$ cat config.mk
export PLATFORM = sky130hd
export DESIGN_NAME = rpt_front
export DESIGN_NICKNAME = d
export VERILOG_FILES = /design/src/rpt_pkg.sv /design/src/rpt_front.sv
export VERILOG_INCLUDE_DIRS = /design/src /design/src/src
export SDC_FILE = /design/constraint.sdc
export NUM_CORES = 1
export LEC_CHECK = 0
export BUFFER_PORTS_ARGS = -buffer_cell sky130_fd_sc_hd__buf_2
export CAP_MARGIN = 15
export CORE_MARGIN = 2
export CORE_UTILIZATION = 49
export DETAILED_ROUTE_END_ITERATION = 7
export HOLD_SLACK_MARGIN = 0.05
export PLACE_DENSITY = 0.75
export SETUP_SLACK_MARGIN = 0.15
export SKIP_CTS_REPAIR_TIMING = 1
export SYNTH_ARGS = -nofsm -noshare
export SYNTH_HDL_FRONTEND = slang
export SYNTH_SLANG_ARGS = --single-unit
$ cat constraint.sdc
create_clock -name aclk -period 4.6 [get_ports aclk]
set_input_delay 1.15 -clock aclk [delete_from_list [all_inputs] [get_ports aclk]]
set_output_delay 1.15 -clock aclk [all_outputs]
set_load 0.02 [all_outputs]
$ cat src/rpt_stride_prefetcher_assert.svh
// ----------------------------------------------------------------------------
// Stride prefetcher assertion macros
// Shared concurrent assertion forms for the stride prefetcher blocks.
// ----------------------------------------------------------------------------
`ifndef RPT_STRIDE_PREFETCHER_ASSERT_SVH
`define RPT_STRIDE_PREFETCHER_ASSERT_SVH

// same-cycle implication
`define RPT_ASSERT_IMP(name, clk, rstn, ante, cons) \
    name: assert property (@(posedge clk) disable iff (!rstn) (ante) |-> (cons)) \
        else $error("rpt: same-cycle check failed");

// next-cycle implication
`define RPT_ASSERT_NEXT(name, clk, rstn, ante, cons) \
    name: assert property (@(posedge clk) disable iff (!rstn) (ante) |=> (cons)) \
        else $error("rpt: next-cycle check failed");

`endif

$ cat src/rpt_pkg.sv
// ----------------------------------------------------------------------------
// Stride prefetcher package
// Shared types and constants of the reference prediction table prefetcher.
// ----------------------------------------------------------------------------
package rpt_pkg;

    localparam int ADDR_W    = 32;
    localparam int STEP_W    = 13;
    localparam int BURST_W   = 5;
    localparam int LEFT_W    = 4;
    localparam int CFG_IDX_W = 1;

    localparam logic [CFG_IDX_W-1:0] CFG_BLOCK_STEP   = 1'd0;
    localparam logic [CFG_IDX_W-1:0] CFG_BURST_LENGTH = 1'd1;

    localparam logic [STEP_W-1:0]  BLOCK_STEP_RESET   = 13'd64;
    localparam logic [BURST_W-1:0] BURST_LENGTH_RESET = 5'd4;
    localparam logic [BURST_W-1:0] BURST_MAX          = 5'd16;

    typedef logic [1:0] rpt_kind_t;

    localparam rpt_kind_t KIND_MISS = 2'd0;
    localparam rpt_kind_t KIND_HIT  = 2'd1;
    localparam rpt_kind_t KIND_DONE = 2'd2;

    typedef struct packed {
        rpt_kind_t           kind;
        logic [ADDR_W-1:0]   pc;
        logic [ADDR_W-1:0]   addr;
    } rpt_req_t;

    typedef struct packed {
        logic [ADDR_W-1:0] tag;
        logic [ADDR_W-1:0] stride;
        logic [ADDR_W-1:0] prev_addr;
    } rpt_row_t;

    typedef struct packed {
        logic pop;
        logic clearing;
    } rpt_back_ctl_t;

endpackage

$ cat src/rpt_front.sv
// ----------------------------------------------------------------------------
// Stride prefetcher front end
// Accepts requests, classifies them, computes the table row and queues them.
// ----------------------------------------------------------------------------
`include "rpt_stride_prefetcher_assert.svh"

module rpt_front #(
    parameter int TABLE_ROWS = 256
) (
    input  logic                           aclk,
    input  logic                           aresetn,
    input  logic                           s_valid,
    output logic                           s_ready,
    input  logic                           s_command,
    input  logic [rpt_pkg::ADDR_W-1:0]     s_access_pc,
    input  logic [rpt_pkg::ADDR_W-1:0]     s_access_addr,
    input  logic                           s_hit_l1,
    input  rpt_pkg::rpt_back_ctl_t         ctl,
    output logic                           q_valid,
    output rpt_pkg::rpt_req_t              q_entry,
    output logic [$clog2(TABLE_ROWS)-1:0]  q_row
);
    import rpt_pkg::*;

    localparam int          IW     = $clog2(TABLE_ROWS);
    localparam logic [63:0] RECIP  = (64'd1 << 32) / TABLE_ROWS;
    localparam logic [31:0] ROWS32 = 32'(TABLE_ROWS);

    logic              stage_vld_reg;
    logic              stage_phase_reg;
    rpt_req_t          stage_reg;
    logic [31:0]       q_est_reg;
    logic [63:0]       prod;
    logic [31:0]       rem_raw;
    logic [31:0]       rem_fix;
    logic              accept;
    logic              push;
    rpt_kind_t         kind;

    rpt_req_t          qe_reg   [2];
    logic [IW-1:0]     qrow_reg [2];
    logic              wr_ptr_reg;
    logic              rd_ptr_reg;
    logic [1:0]        count_reg;
    logic [1:0]        count_next;

    always_comb begin
        if (s_command) begin
            kind = KIND_DONE;
        end else if (s_hit_l1) begin
            kind = KIND_HIT;
        end else begin
            kind = KIND_MISS;
        end
    end

    assign prod    = {32'd0, stage_reg.pc} * {32'd0, RECIP[31:0]};
    assign rem_raw = stage_reg.pc - 32'(q_est_reg * ROWS32);
    assign rem_fix = (rem_raw >= ROWS32) ? rem_raw - ROWS32 : rem_raw;

    assign push    = stage_vld_reg && stage_phase_reg && (count_reg != 2'd2);
    assign s_ready = !ctl.clearing && (!stage_vld_reg || push);
    assign accept  = s_valid && s_ready;

    always_ff @(posedge aclk) begin
        if (!aresetn) begin
            stage_vld_reg   <= 1'b0;
            stage_phase_reg <= 1'b0;
        end else if (accept) begin
            stage_vld_reg   <= 1'b1;
            stage_phase_reg <= 1'b0;
        end else if (push) begin
            stage_vld_reg   <= 1'b0;
            stage_phase_reg <= 1'b0;
        end else if (stage_vld_reg) begin
            stage_phase_reg <= 1'b1;
        end
    end

    always_ff @(posedge aclk) begin
        if (accept) begin
            stage_reg.kind <= kind;
            stage_reg.pc   <= s_access_pc;
            stage_reg.addr <= s_access_addr;
        end
        if (stage_vld_reg && !stage_phase_reg) begin
            q_est_reg <= prod[63:32];
        end
    end

    always_comb begin
        count_next = count_reg;
        if (push && !ctl.pop) begin
            count_next = count_reg + 2'd1;
        end else if (!push && ctl.pop) begin
            count_next = count_reg - 2'd1;
        end
    end

    always_ff @(posedge aclk) begin
        if (!aresetn) begin
            wr_ptr_reg <= 1'b0;
            rd_ptr_reg <= 1'b0;
            count_reg  <= 2'd0;
        end else begin
            count_reg <= count_next;
            if (push) begin
                wr_ptr_reg <= !wr_ptr_reg;
            end
            if (ctl.pop) begin
                rd_ptr_reg <= !rd_ptr_reg;
            end
        end
    end

    always_ff @(posedge aclk) begin
        if (push) begin
            qe_reg[wr_ptr_reg]   <= stage_reg;
            qrow_reg[wr_ptr_reg] <= rem_fix[IW-1:0];
        end
    end

    assign q_valid = (count_reg != 2'd0);
    assign q_entry = qe_reg[rd_ptr_reg];
    assign q_row   = qrow_reg[rd_ptr_reg];

    `RPT_ASSERT_IMP(a_queue_bound, aclk, aresetn, 1'b1, count_reg != 2'd3)
    `RPT_ASSERT_IMP(a_phase_needs_stage, aclk, aresetn, stage_phase_reg, stage_vld_reg)

endmodule

==> key figures, run 1 <==
Worst setup path
  – Critical path peak fanout: 66
  – Slowest cell on the critical path: sky130_fd_sc_hd__dfxtp_4
  – CP startpoint kind: register
  – Delay of the slowest cell on the worst path: between 1 and 1.5 ns
  – R2R cell count: 4
  – Category of the worst setup path capture point: output pin
  – Largest delay share family, worst path: flip-flops
  – Data arrival time of the worst path: between 2 and 2.5 ns
  – Critical Path RT: roughly 3.5 ns
  – Classification of the worst setup path: reg2out
  – Critical Path, Cell by Cell: mux2_1 > buf_2
  – Register-to-Register Setup Slack: approximately 2.5 ns
  – WP buf/inv: 1
  – Cell count along the critical path: 2

Die
  – Std-Cell Core Area: roughly 0.014 mm²
  – Y dimension of the die: 126 µm
  – Die Width: 126 µm
  – Count of standard-cell rows: 44
  – Overall die area: approximately 0.016 mm²
  – Top-Level Pins: 147
  – Initial cell density of the core: 50.0%

Power and ir drop
  – Portion of total power attributed to combinational logic: approximately 5.6%
  – Share of power burned in the clock network: between 40% and 50%
  – Switching Power: 0.794 mW
  – P_leak: roughly 3.2 nW
  – Cell-internal power: 3.20 mW
  – Worst ir drop on vdd: 0.000444 V
  – Cell area power density: roughly 450 mW/mm²
  – Switching share of total power: 19.9%
  – Sequential group share of total power: a little over half

Layout
  – Final Instance Area: 0.00878 mm²
  – Number of nets in the final layout: about 540
  – Largest register FFs: 132
  – Share of final-layout standard cells stronger than drive strength 1: a little under half
  – Most frequent standard cell in the layout excluding fill and tap cells: sky130_fd_sc_hd__edfxtp_1
  – Commonest cells after routing, fill and taps aside: sky130_fd_sc_hd__edfxtp_1, sky130_fd_sc_hd__buf_2, sky130_fd_sc_hd__mux2_2
  – Final core utilization: about three fifths
  – Area Growth Syn to Fin: 21.2%

Placed design
  – PortBufs: roughly 150
  – Post-placement cell area: a little over 0.008 mm²
  – Place WS: around 1.7 ns
  – Final HPWL DP: ~6.8 mm
  – Routability Congestion: 0.700

Synthesis
  – Synthesized cell area: between 0.007 and 0.008 mm²
  – Total nets after synthesis: 387
  – Number of synthesized register bits: just over 200
  – Share of synthesized area occupied by flip-flops and latches: 84.0%
  – Mean cell area of the mapped netlist: between 20 and 25 µm²
  – Number of distinct library cell variants in the gate-level netlist after synthesis: 28
  – Synth warnings: 0
  – Count of mapped cells out of synthesis: around 320

GRT
  – Met3 Use GR: about 3.7%
  – Busiest metal layer after global routing: met2
  – Global routing usage on met2: 24.7%
  – Met1 usage: between 15 and 20%
  – Wire length of the first global-routing pass: approximately 18 mm
  – GRT overflow: 0
  – Initial antenna violation count: 1
  – Vias in the first global route: ~3500
  – Largest net degree at the start of global routing: 67
  – Global-route total usage across every layer: approximately 14%

Timing
  – Smallest setup slack after layout: 1.29 ns
  – Maximum frequency from static timing analysis: 0.302 GHz
  – Final total negative setup slack: 0 ns
  – Tmin final: roughly 3.3 ns
  – Count of pins over their slew limit: 0
  – Hold violation total from the final report: 0
  – # setup viols final: 0
  – Headroom to the max-slew limit: 28.0%
  – Transition at the pin with the smallest max-transition slack: around 1.1 ns
  – Worst Skew: 0.0138 ns
  – Tcrit/Tclk final: between 70% and 80%
  – RSZ-0062 raised after global routing: false

Drt
  – Post-DR vias/cell: around 5
  – Via count of the routed design: 3319
  – First-pass iteration count of the detailed router: 5
  – Post-detailed-route DRC marker count: 0
  – Average detailed-routed wire length per instance: approximately 17 µm
  – Initial detailed-routing violation count: 178
  – Total detailed-routing wirelength: 11.3 mm
  – Number of antenna-violating nets in the routed design: 0

Clocking
  – Clock tree from TritonCTS: yes
  – Clock buffer depth: 3
  – Number of H-tree levels: 1
  – Clock buffers created by TritonCTS: 21
  – Clock insertion delay at the later pin of the skew report: approximately 0.48 ns
  – Root buffer cell: sky130_fd_sc_hd__clkbuf_16
  – Number of sinks handled by clock tree synthesis: 205
  – CTS clock-pin slew for the worst setup and hold paths: around 0.06 ns

Flow run
  – Max-cap check violation count: 0

Hold path
  – Instance count along the most critical hold path: 0
  – Class of the worst hold path: reg2reg

Outcome
  – Run status: finished, final reports clean
worst paths after layout:
path | startpoint | endpoint
setup reg to reg | count_reg[0]$_SDFFE_PN0P_ | stage_reg[38]$_DFFE_PP_
hold / removal | stage_reg[25]$_DFFE_PP_ | qe_reg[0][25]$_DFFE_PP_
hold reg to reg | stage_reg[25]$_DFFE_PP_ | qe_reg[0][25]$_DFFE_PP_
setup / recovery | register | q_entry[0]
per-layer routing:
| metal | vias up | share of wire, % |
|---|---|---|
| li1 | 1536 | - |
| met1 | 1637 | 41 |
| met2 | 121 | 50 |
| met3 | 25 | 7.4 |
| met4 | 0 | 2.1 |
| met5 | - | 0 |
synth_stat cells (all sizes together):
cell,number,area share [%]
and2,4,0.35
nand2,1,0.052
a21oi,1,0.069
nor2b,2,0.17
and2b,1,0.10
o21ai,1,0.069
and3,1,0.16
inv,1,0.052
xnor2,1,0.12
or2,1,0.086
dfxtp,7,1.9
nor2,2,0.10
o21a,1,0.10
nand2b,3,0.36
buf,16,1.8
nor3b,1,0.17
ha,1,0.17
mux2i,1,0.14
edfxtp,198,82
xor2,2,0.24
mux2,66,11
a21boi,2,0.21
or3,1,0.086
cells by family (layout without fill, tap and decap cells):
group	Yosys count	count (layout)	synth area share, %
flip-flops	205	205	84.0
AND/OR/NAND/NOR	17	17	1.64
adder cells (fa/ha/maj)	1	1	0.173
buffers and inverters	17	183	1.90
multiplexers	67	67	11.4
other	0	1	0
XOR/XNOR	3	3	0.363
AO/OA/AOI/OAI	5	5	0.449
through the flow:
step	std cells	hold WS [ns]	total power [mW]
global placement	630	0.422	2.40
CTS	665	0.441	4.03
finish	666	0.440	3.99
detailed placement	630	0.430	2.40
floorplan	315	0.421	2.32
global route	665	0.452	4.12
power groups by stage:
stage               clock, mW  sequential, mW  combinational (mW)
detailed placement          0            2.18               0.227
global route             1.74            2.14               0.242
global placement            0            2.17               0.224
finish                   1.63            2.14               0.225
CTS                      1.67            2.14               0.229
floorplan                   0            2.14               0.174
cell type report:
class	count	area [µm²]
Antenna cell	1	2.50
Fill cell	1050	5700
Sequential cell	205	6090
Inverter	1	3.75
Timing Repair Buffer	147	751
Multi-Input combinational cell	93	1030
Clock inverter	7	88.8
Clock buffer	28	582
Tap cell	184	230
(Power assumes the default switching activity.)
==> inputs of run 2 (changes only) <==
--- a/config.mk
+++ b/config.mk
@@ -6,13 +6,14 @@
 export SDC_FILE = /design/constraint.sdc
 export NUM_CORES = 1
 export LEC_CHECK = 0
+export ABC_AREA = 1
 export BUFFER_PORTS_ARGS = -buffer_cell sky130_fd_sc_hd__buf_2
 export CAP_MARGIN = 15
 export CORE_MARGIN = 2
-export CORE_UTILIZATION = 49
+export CORE_UTILIZATION = 54
 export DETAILED_ROUTE_END_ITERATION = 7
 export HOLD_SLACK_MARGIN = 0.05
-export PLACE_DENSITY = 0.75
+export PLACE_DENSITY = 0.79
 export SETUP_SLACK_MARGIN = 0.15
 export SKIP_CTS_REPAIR_TIMING = 1
 export SYNTH_ARGS = -nofsm -noshare
==> constraint.sdc (replaced) <==
create_clock -name aclk -period 3.32 [get_ports aclk]
set_input_delay 0.83 -clock aclk [delete_from_list [all_inputs] [get_ports aclk]]
set_output_delay 0.83 -clock aclk [all_outputs]
set_load 0.02 [all_outputs]
==> run 2 against run 1 <==
  * Cell count is 2.3% higher
  * Clock-buffer cell count stayed put
  * Cell area is 0.84% higher
  * Sequential share of layout area is 0.58 points lower
  * Synthesized area is 0.79% higher
  * Flip-flop and latch count stayed put
==> key figures, run 2 <==
Outcome
  – Run status: finished, final reports clean (unchanged)

Drt
  – Total detailed-routing wirelength: 11.7 mm (was 11.3 mm)
  – Initial detailed-routing violation count: 136 (was 178)
  – Post-detailed-route DRC marker count: 0 (unchanged)
  – Via count of the routed design: 3371 (was 3319)
  – Average detailed-routed wire length per instance: 17.2 µm (was 16.9 µm)
  – Post-DR vias/cell: 4.95 (was 4.98)
  – First-pass iteration count of the detailed router: 4 (was 5)
  – Number of antenna-violating nets in the routed design: 0 (unchanged)

Timing
  – Tcrit/Tclk final: between 80% and 90%
  – RSZ-0062 raised after global routing: false (unchanged)
  – Transition at the pin with the smallest max-transition slack: 0.783 ns (was 1.08 ns)
  – Smallest setup slack after layout: 0.575 ns (was 1.29 ns)
  – Final total negative setup slack: 0 ns (unchanged)
  – Tmin final: approximately 2.7 ns
  – Count of pins over their slew limit: 0 (unchanged)
  – # setup viols final: 0 (unchanged)
  – Headroom to the max-slew limit: 47.7% (was 28.0%)
  – Worst Skew: 0.00950 ns (was 0.0138 ns)
  – Maximum frequency from static timing analysis: around 0.36 GHz
  – Hold violation total from the final report: 0 (unchanged)

Die
  – Initial cell density of the core: 55.1% (was 50.0%)
  – Std-Cell Core Area: 0.0132 mm² (was 0.0145 mm²)
  – Overall die area: 0.0145 mm² (was 0.0158 mm²)
  – Top-Level Pins: 147 (unchanged)
  – Y dimension of the die: 120 µm (was 126 µm)
  – Die Width: 120 µm (was 126 µm)
  – Count of standard-cell rows: 42 (was 44)

Placed design
  – PortBufs: 146 (unchanged)
  – Routability Congestion: 0.753 (was 0.700)
  – Total instance count after detailed placement: 646 (was 630)
  – Post-placement cell area: 0.00823 mm² (was 0.00811 mm²)
  – Final HPWL DP: 7.50 mm (was 6.77 mm)
  – Place WS: 1.05 ns (was 1.66 ns)

GRT
  – Wire length of the first global-routing pass: 17.8 mm (was 17.7 mm)
  – Global routing usage on met2: 27.0% (was 24.7%)
  – Met3 Use GR: 4.43% (was 3.72%)
  – Busiest metal layer after global routing: met2 (unchanged)
  – Largest net degree at the start of global routing: 44 (was 67)
  – GRT overflow: 0 (unchanged)
  – Met1 usage: 20.7% (was 17.6%)
  – Initial antenna violation count: 0 (was 1)
  – Global-route total usage across every layer: 16.0% (was 14.2%)
  – Vias in the first global route: 3536 (was 3529)

Layout
  – Largest register FFs: 132 (unchanged)
  – Area of combinational cells with multiple inputs: 0.00105 mm² (was 0.00103 mm²)
  – FF+latch area: 0.00609 mm² (unchanged)
  – Fill cell instance count of the final layout: 921 (was 1050)
  – Non-filler instance count after layout: 681 (was 666)
  – Commonest cells after routing, fill and taps aside: sky130_fd_sc_hd__edfxtp_1, sky130_fd_sc_hd__buf_2, sky130_fd_sc_hd__mux2_4 (was sky130_fd_sc_hd__edfxtp_1, sky130_fd_sc_hd__buf_2, sky130_fd_sc_hd__mux2_2)
  – Diode insertion count for antenna repair: 0 (was 1)
  – Most frequent standard cell in the layout excluding fill and tap cells: sky130_fd_sc_hd__edfxtp_1 (unchanged)
  – Number of nets in the final layout: 564 (was 541)
  – Area Growth Syn to Fin: 21.3% (was 21.2%)
  – Share of final-layout standard cells stronger than drive strength 1: 49.5% (was 47.8%)
  – Final Instance Area: 0.00885 mm² (was 0.00878 mm²)

Clocking
  – Root buffer cell: sky130_fd_sc_hd__clkbuf_16 (unchanged)
  – Clock buffer depth: 3 (unchanged)
  – Number of H-tree levels: 1 (unchanged)
  – Clock buffers created by TritonCTS: 20 (was 21)
  – Clock tree from TritonCTS: yes (unchanged)
  – Number of sinks handled by clock tree synthesis: 205 (unchanged)
  – CTS clock-pin slew for the worst setup and hold paths: 0.06 ns (about the same)
  – Clock insertion delay at the later pin of the skew report: 0.47 ns (was 0.48 ns)

Synthesis
  – Share of synthesized registers carrying an async set or reset: 0% (unchanged)
  – Mean cell area of the mapped netlist: 22.0 µm² (was 23.0 µm²)
  – Count of mapped cells out of synthesis: 332 (was 315)
  – Synthesized cell area: 0.00730 mm² (was 0.00724 mm²)
  – Library cell with the highest instance count after synthesis: sky130_fd_sc_hd__edfxtp_1 (unchanged)
  – Primary flip-flop cell chosen by synthesis mapping: sky130_fd_sc_hd__edfxtp_1 (unchanged)
  – Most frequent cells after synthesis: sky130_fd_sc_hd__edfxtp_1, sky130_fd_sc_hd__mux2_4, sky130_fd_sc_hd__mux2_2 (was sky130_fd_sc_hd__edfxtp_1, sky130_fd_sc_hd__mux2_2, sky130_fd_sc_hd__mux2_1, sky130_fd_sc_hd__mux2_4, sky130_fd_sc_hd__buf_4)
  – Synth warnings: 0 (unchanged)
  – Share of synthesized area occupied by flip-flops and latches: 83.4% (was 84.0%)
  – Top cells by area in the synthesized netlist: sky130_fd_sc_hd__edfxtp_1, sky130_fd_sc_hd__mux2_4, sky130_fd_sc_hd__mux2_2 (unchanged)
  – Number of distinct library cell variants in the gate-level netlist after synthesis: 15 (was 28)
  – Post-synth EDFFs: 198 (unchanged)
  – Total nets after synthesis: 404 (was 387)
  – Post-synthesis cell type with the largest combined area: sky130_fd_sc_hd__edfxtp_1 (unchanged)
  – Number of synthesized register bits: 205 (unchanged)
  – Share of the synthesized area in the top cell type: 81.5% (was 82.1%)

Worst setup path
  – CP startpoint kind: register (unchanged)
  – Critical Path, Cell by Cell: buf_4 > mux2_2 > buf_2 (was mux2_1 > buf_2)
  – Classification of the worst setup path: reg2out (unchanged)
  – R2r startpoint: count_reg[0]$_SDFFE_PN0P_ (unchanged)
  – Critical path peak fanout: 23 (was 66)
  – Data arrival time of the worst path: 1.92 ns (was 2.16 ns)
  – Category of the worst setup path capture point: output pin (unchanged)
  – Critical Path RT: 2.49 ns (was 3.45 ns)
  – Delay of the slowest cell on the worst path: 0.57 ns (was 1.02 ns)
  – Slowest cell on the critical path: sky130_fd_sc_hd__dfxtp_4 (unchanged)

Power and ir drop
  – Share of power burned in the clock network: 39.5% (was 40.8%)
  – Switching Power: 1.05 mW (was 0.794 mW)
  – Cell area power density: 602 mW/mm² (was 454 mW/mm²)
  – Worst ir drop on vdd: 0.000482 V (was 0.000444 V)
  – Sum of internal, switching and leakage power: 5.33 mW (was 3.99 mW)
  – Switching share of total power: 19.6% (was 19.9%)
  – Cell-internal power: 4.28 mW (was 3.20 mW)
  – Sequential group share of total power: 54.9% (was 53.5%)
  – Portion of total power attributed to combinational logic: 5.7% (was 5.6%)
  – P_leak: 3.33 nW (was 3.19 nW)

Flow run
  – Max-cap check violation count: 0 (unchanged)

Hold path
  – Class of the worst hold path: reg2reg (unchanged)
  – Startpoint of the tightest hold check path: stage_reg[41]$_DFFE_PP_ (was stage_reg[25]$_DFFE_PP_)
==> run 2: logic make-up after synthesis <==
kind of cell,after synthesis,synth area share [%]
muxes,66,12.2
and+or+nand+nor,26,1.41
adders and majority gates,1,0.171
buffers and inverters,28,2.40
DFF,205,83.4
AOI/OAI and AO/OA,6,0.411
==> run 2: power by group through the flow <==
stage	clock network, mW	registers (mW)	logic, mW
global route	2.25	2.93	0.324
CTS	2.16	2.92	0.307
global placement	0	2.97	0.298
finish	2.10	2.92	0.301
floorplan	0	2.96	0.206
detailed placement	0	2.98	0.305
==> run 2: layout make-up <==
type / instances / share of cell area [%]
multi-input combinational: 99 / 11.9
clock inverter: 7 / 0.650
clock buffer: 28 / 6.35
timing repair buffer: 153 / 9.27
tap: 176 / 2.49
sequential: 205 / 68.8
inverter: 13 / 0.551
==> run 2: worst max-delay path: cells and delay by family, from the launching register on <==
kind                   cells  cell delay (ns)
DFF                        1             0.57
buffers and inverters      2             0.50
muxes                      1             0.37
==> run 2: stage by stage <==
stage | util, % | hold WS (ns)
floorplan | - | 0.421
finish | 66.8 | 0.447
global placement | 62.2 | 0.422
detailed placement | 62.2 | 0.431
global route | 66.8 | 0.454
CTS | 66.8 | 0.444
==> run 2: path summary, 6_finish.rpt <==
path                            slack, ns                       to  cells past startpoint
worst max register to register       1.31  qe_reg[0][39]$_DFFE_PP_                      5
worst min-delay path                 0.45  qe_reg[0][41]$_DFFE_PP_                      0
worst max-delay path                 0.57              q_entry[40]                      3
worst min register to register       0.45  qe_reg[0][41]$_DFFE_PP_                      0
==> run 2: routing by layer <==
metal | up-vias | wire (µm)
met5 | - | 0
met4 | 0 | 172
met3 | 15 | 875
met2 | 129 | 5770
met1 | 1641 | 4910
li1 | 1586 | -
==> inputs of run 3 (changes only) <==
==> constraint.sdc (replaced) <==
create_clock -name aclk -period 2.7 [get_ports aclk]
set_input_delay 0.675 -clock aclk [delete_from_list [all_inputs] [get_ports aclk]]
set_output_delay 0.675 -clock aclk [all_outputs]
set_load 0.02 [all_outputs]
==> run 3 against run 2 <==
  * Cell area is 0.49% higher
  * Clock-buffer cell count is 3 lower
  * Register-to-register slack worse by 0.43 ns
  * Clock skew is 0.0043 ns higher
  * Hold slack worse by 0.076 ns
  * Combinational power is 29% higher
  * Flip-flop and latch count stayed put
  * Critical path depth stayed put
  * Via count is 2.4% higher
  * Clock power is 19% higher
  * Sequential share of layout area is 0.34 points lower
  * Wire length is 0.88% higher
==> key figures, run 3 (synthesized netlist as in run 2, its figures left out) <==
Layout
  – Commonest cells after routing, fill and taps aside: sky130_fd_sc_hd__edfxtp_1, sky130_fd_sc_hd__buf_2, sky130_fd_sc_hd__mux2_4 (unchanged)
  – Final core utilization: 67.2% (was 66.8%)
  – Non-filler instance count after layout: 685 (was 681)
  – Most frequent standard cell in the layout excluding fill and tap cells: sky130_fd_sc_hd__edfxtp_1 (unchanged)
  – Area Growth Syn to Fin: 21.9% (was 21.3%)
  – Final Instance Area: 0.00890 mm² (was 0.00885 mm²)
  – Largest register FFs: 132 (unchanged)
  – Number of nets in the final layout: 567 (was 564)
  – Share of final-layout standard cells stronger than drive strength 1: 49.8% (was 49.5%)

Die
  – Count of standard-cell rows: 42 (unchanged)
  – Top-Level Pins: 147 (unchanged)
  – Std-Cell Core Area: 0.0132 mm² (unchanged)
  – Initial cell density of the core: 55.1% (unchanged)
  – Overall die area: 0.0145 mm² (unchanged)
  – Y dimension of the die: 120 µm (unchanged)
  – Die Width: 120 µm (unchanged)

Placed design
  – Routability Congestion: 0.735 (was 0.753)
  – Post-placement cell area: 0.00827 mm² (was 0.00823 mm²)
  – Final HPWL DP: 7.44 mm (was 7.50 mm)
  – PortBufs: 146 (unchanged)
  – Total instance count after detailed placement: 647 (was 646)
  – Place WS: 0.530 ns (was 1.05 ns)

Timing
  – Worst Skew: 0.0138 ns (was 0.00950 ns)
  – Transition at the pin with the smallest max-transition slack: 0.601 ns (was 0.783 ns)
  – Hold Worst Slack: 0.371 ns (was 0.447 ns)
  – RSZ-0062 raised after global routing: false (unchanged)
  – Tcrit/Tclk final: around 90%
  – Headroom to the max-slew limit: 59.8% (was 47.7%)
  – Final total negative setup slack: 0 ns (unchanged)
  – Hold violation total from the final report: 0 (unchanged)
  – Tmin final: approximately 2.5 ns
  – # setup viols final: 0 (unchanged)
  – Smallest setup slack after layout: 0.220 ns (was 0.575 ns)
  – Maximum frequency from static timing analysis: just over 0.4 GHz
  – Count of pins over their slew limit: 0 (unchanged)

Clocking
  – Clock buffer depth: 3 (unchanged)
  – Number of sinks handled by clock tree synthesis: 205 (unchanged)
  – Clock tree from TritonCTS: yes (unchanged)
  – Number of H-tree levels: 1 (unchanged)
  – Clock buffers created by TritonCTS: 21 (was 20)
  – Clock insertion delay at the later pin of the skew report: 0.48 ns (was 0.47 ns)
  – CTS clock-pin slew for the worst setup and hold paths: 0.06 ns (about the same)
  – Root buffer cell: sky130_fd_sc_hd__clkbuf_16 (unchanged)

Worst setup path
  – Endpoint of the worst setup timing path: q_row[7] (was q_entry[40])
  – Register-to-Register Setup Slack: 0.88 ns (was 1.31 ns)
  – R2r startpoint: count_reg[0]$_SDFFE_PN0P_ (unchanged)
  – Category of the worst setup path capture point: output pin (unchanged)
  – Reg2Reg Capture Point: qe_reg[1][7]$_DFFE_PP_ (was qe_reg[0][39]$_DFFE_PP_)
  – R2R cell count: 5 (unchanged)
  – Data arrival time of the worst path: 1.81 ns (was 1.92 ns)
  – CP startpoint kind: register (unchanged)
  – Critical Path RT: 2.03 ns (was 2.49 ns)
  – Critical path peak fanout: 23 (unchanged)
  – Classification of the worst setup path: reg2out (unchanged)

Flow run
  – Max-cap check violation count: 0 (unchanged)

GRT
  – Initial antenna violation count: 1 (was 0)
  – Wire length of the first global-routing pass: 18.4 mm (was 17.8 mm)
  – Global-route total usage across every layer: 16.5% (was 16.0%)
  – Vias in the first global route: 3707 (was 3536)
  – Largest net degree at the start of global routing: 53 (was 44)
  – GRT overflow: 0 (unchanged)

Drt
  – Initial detailed-routing violation count: 275 (was 136)
  – Post-detailed-route DRC marker count: 0 (unchanged)
  – First-pass iteration count of the detailed router: 4 (unchanged)
  – Number of antenna-violating nets in the routed design: 0 (unchanged)
  – Post-DR vias/cell: 5.04 (was 4.95)
  – Via count of the routed design: 3452 (was 3371)
  – Average detailed-routed wire length per instance: 17.3 µm (was 17.2 µm)
  – Total detailed-routing wirelength: 11.8 mm (was 11.7 mm)

Outcome
  – Run status: finished, final reports clean (unchanged)

Power and ir drop
  – P_leak: 3.34 nW (was 3.33 nW)
  – Sum of internal, switching and leakage power: 6.47 mW (was 5.33 mW)
  – Cell area power density: 727 mW/mm² (was 602 mW/mm²)
  – Worst ir drop on vdd: 0.000668 V (was 0.000482 V)

Hold path
  – Class of the worst hold path: in2reg (was reg2reg)
==> run 3: cell types whose count changed in the layout (fill, tap and decap cells not counted), sizes merged <==
cell	change
buf	+2
bufinv	-1
clkbuf	-3
clkinv	+4
clkinvlp	+1
diode	+1
==> run 3: how the worst min path moves through the flow <==
stage                              endpoint  slack (ns)  cells after the start                     from
floorplan            qe_reg[0][0]$_DFFE_PP_        0.42                      0   stage_reg[0]$_DFFE_PP_
global placement    qe_reg[0][44]$_DFFE_PP_        0.42                      0  stage_reg[44]$_DFFE_PP_
detailed placement  qe_reg[0][38]$_DFFE_PP_        0.43                      0  stage_reg[38]$_DFFE_PP_
CTS                 stage_reg[31]$_DFFE_PP_        0.35                      1        s_access_addr[31]
global route        stage_reg[53]$_DFFE_PP_        0.35                      1          s_access_pc[21]
finish              stage_reg[37]$_DFFE_PP_        0.37                      1           s_access_pc[5]
==> run 3: layout make-up <==
class                      count  area [µm²]
antenna                        1        2.50
clock buffer                  25         541
clock inverter                11        56.3
fill                         901        4350
inverter                      13        48.8
multi-input combinational     99        1050
sequential                   205        6090
tap                          176         220
timing repair buffer         155         885
==> run 3: worst max-delay path, cell delays in order, from the launching register on <==
cell and delay [ns]:
sky130_fd_sc_hd__dfxtp_4 0.52, sky130_fd_sc_hd__buf_12 0.26, sky130_fd_sc_hd__mux2_2 0.37, sky130_fd_sc_hd__buf_2 0.16
==> run 3: metal layers <==
layer  up-vias  track usage (%)  wire [µm]
li1       1595                -          -
met1      1696             20.9       4800
met2       141             28.3       5830
met3        20             4.91        997
met4         0             4.29        204
met5         -                0          0
==> run 3: where the power goes <==
group          internal, mW  leakage, nW  switching, mW
Sequential             3.56         1.86         0.0358
Clock                  1.42        0.294           1.06
Combinational         0.175         1.19          0.212
Total                  5.16         3.34           1.31
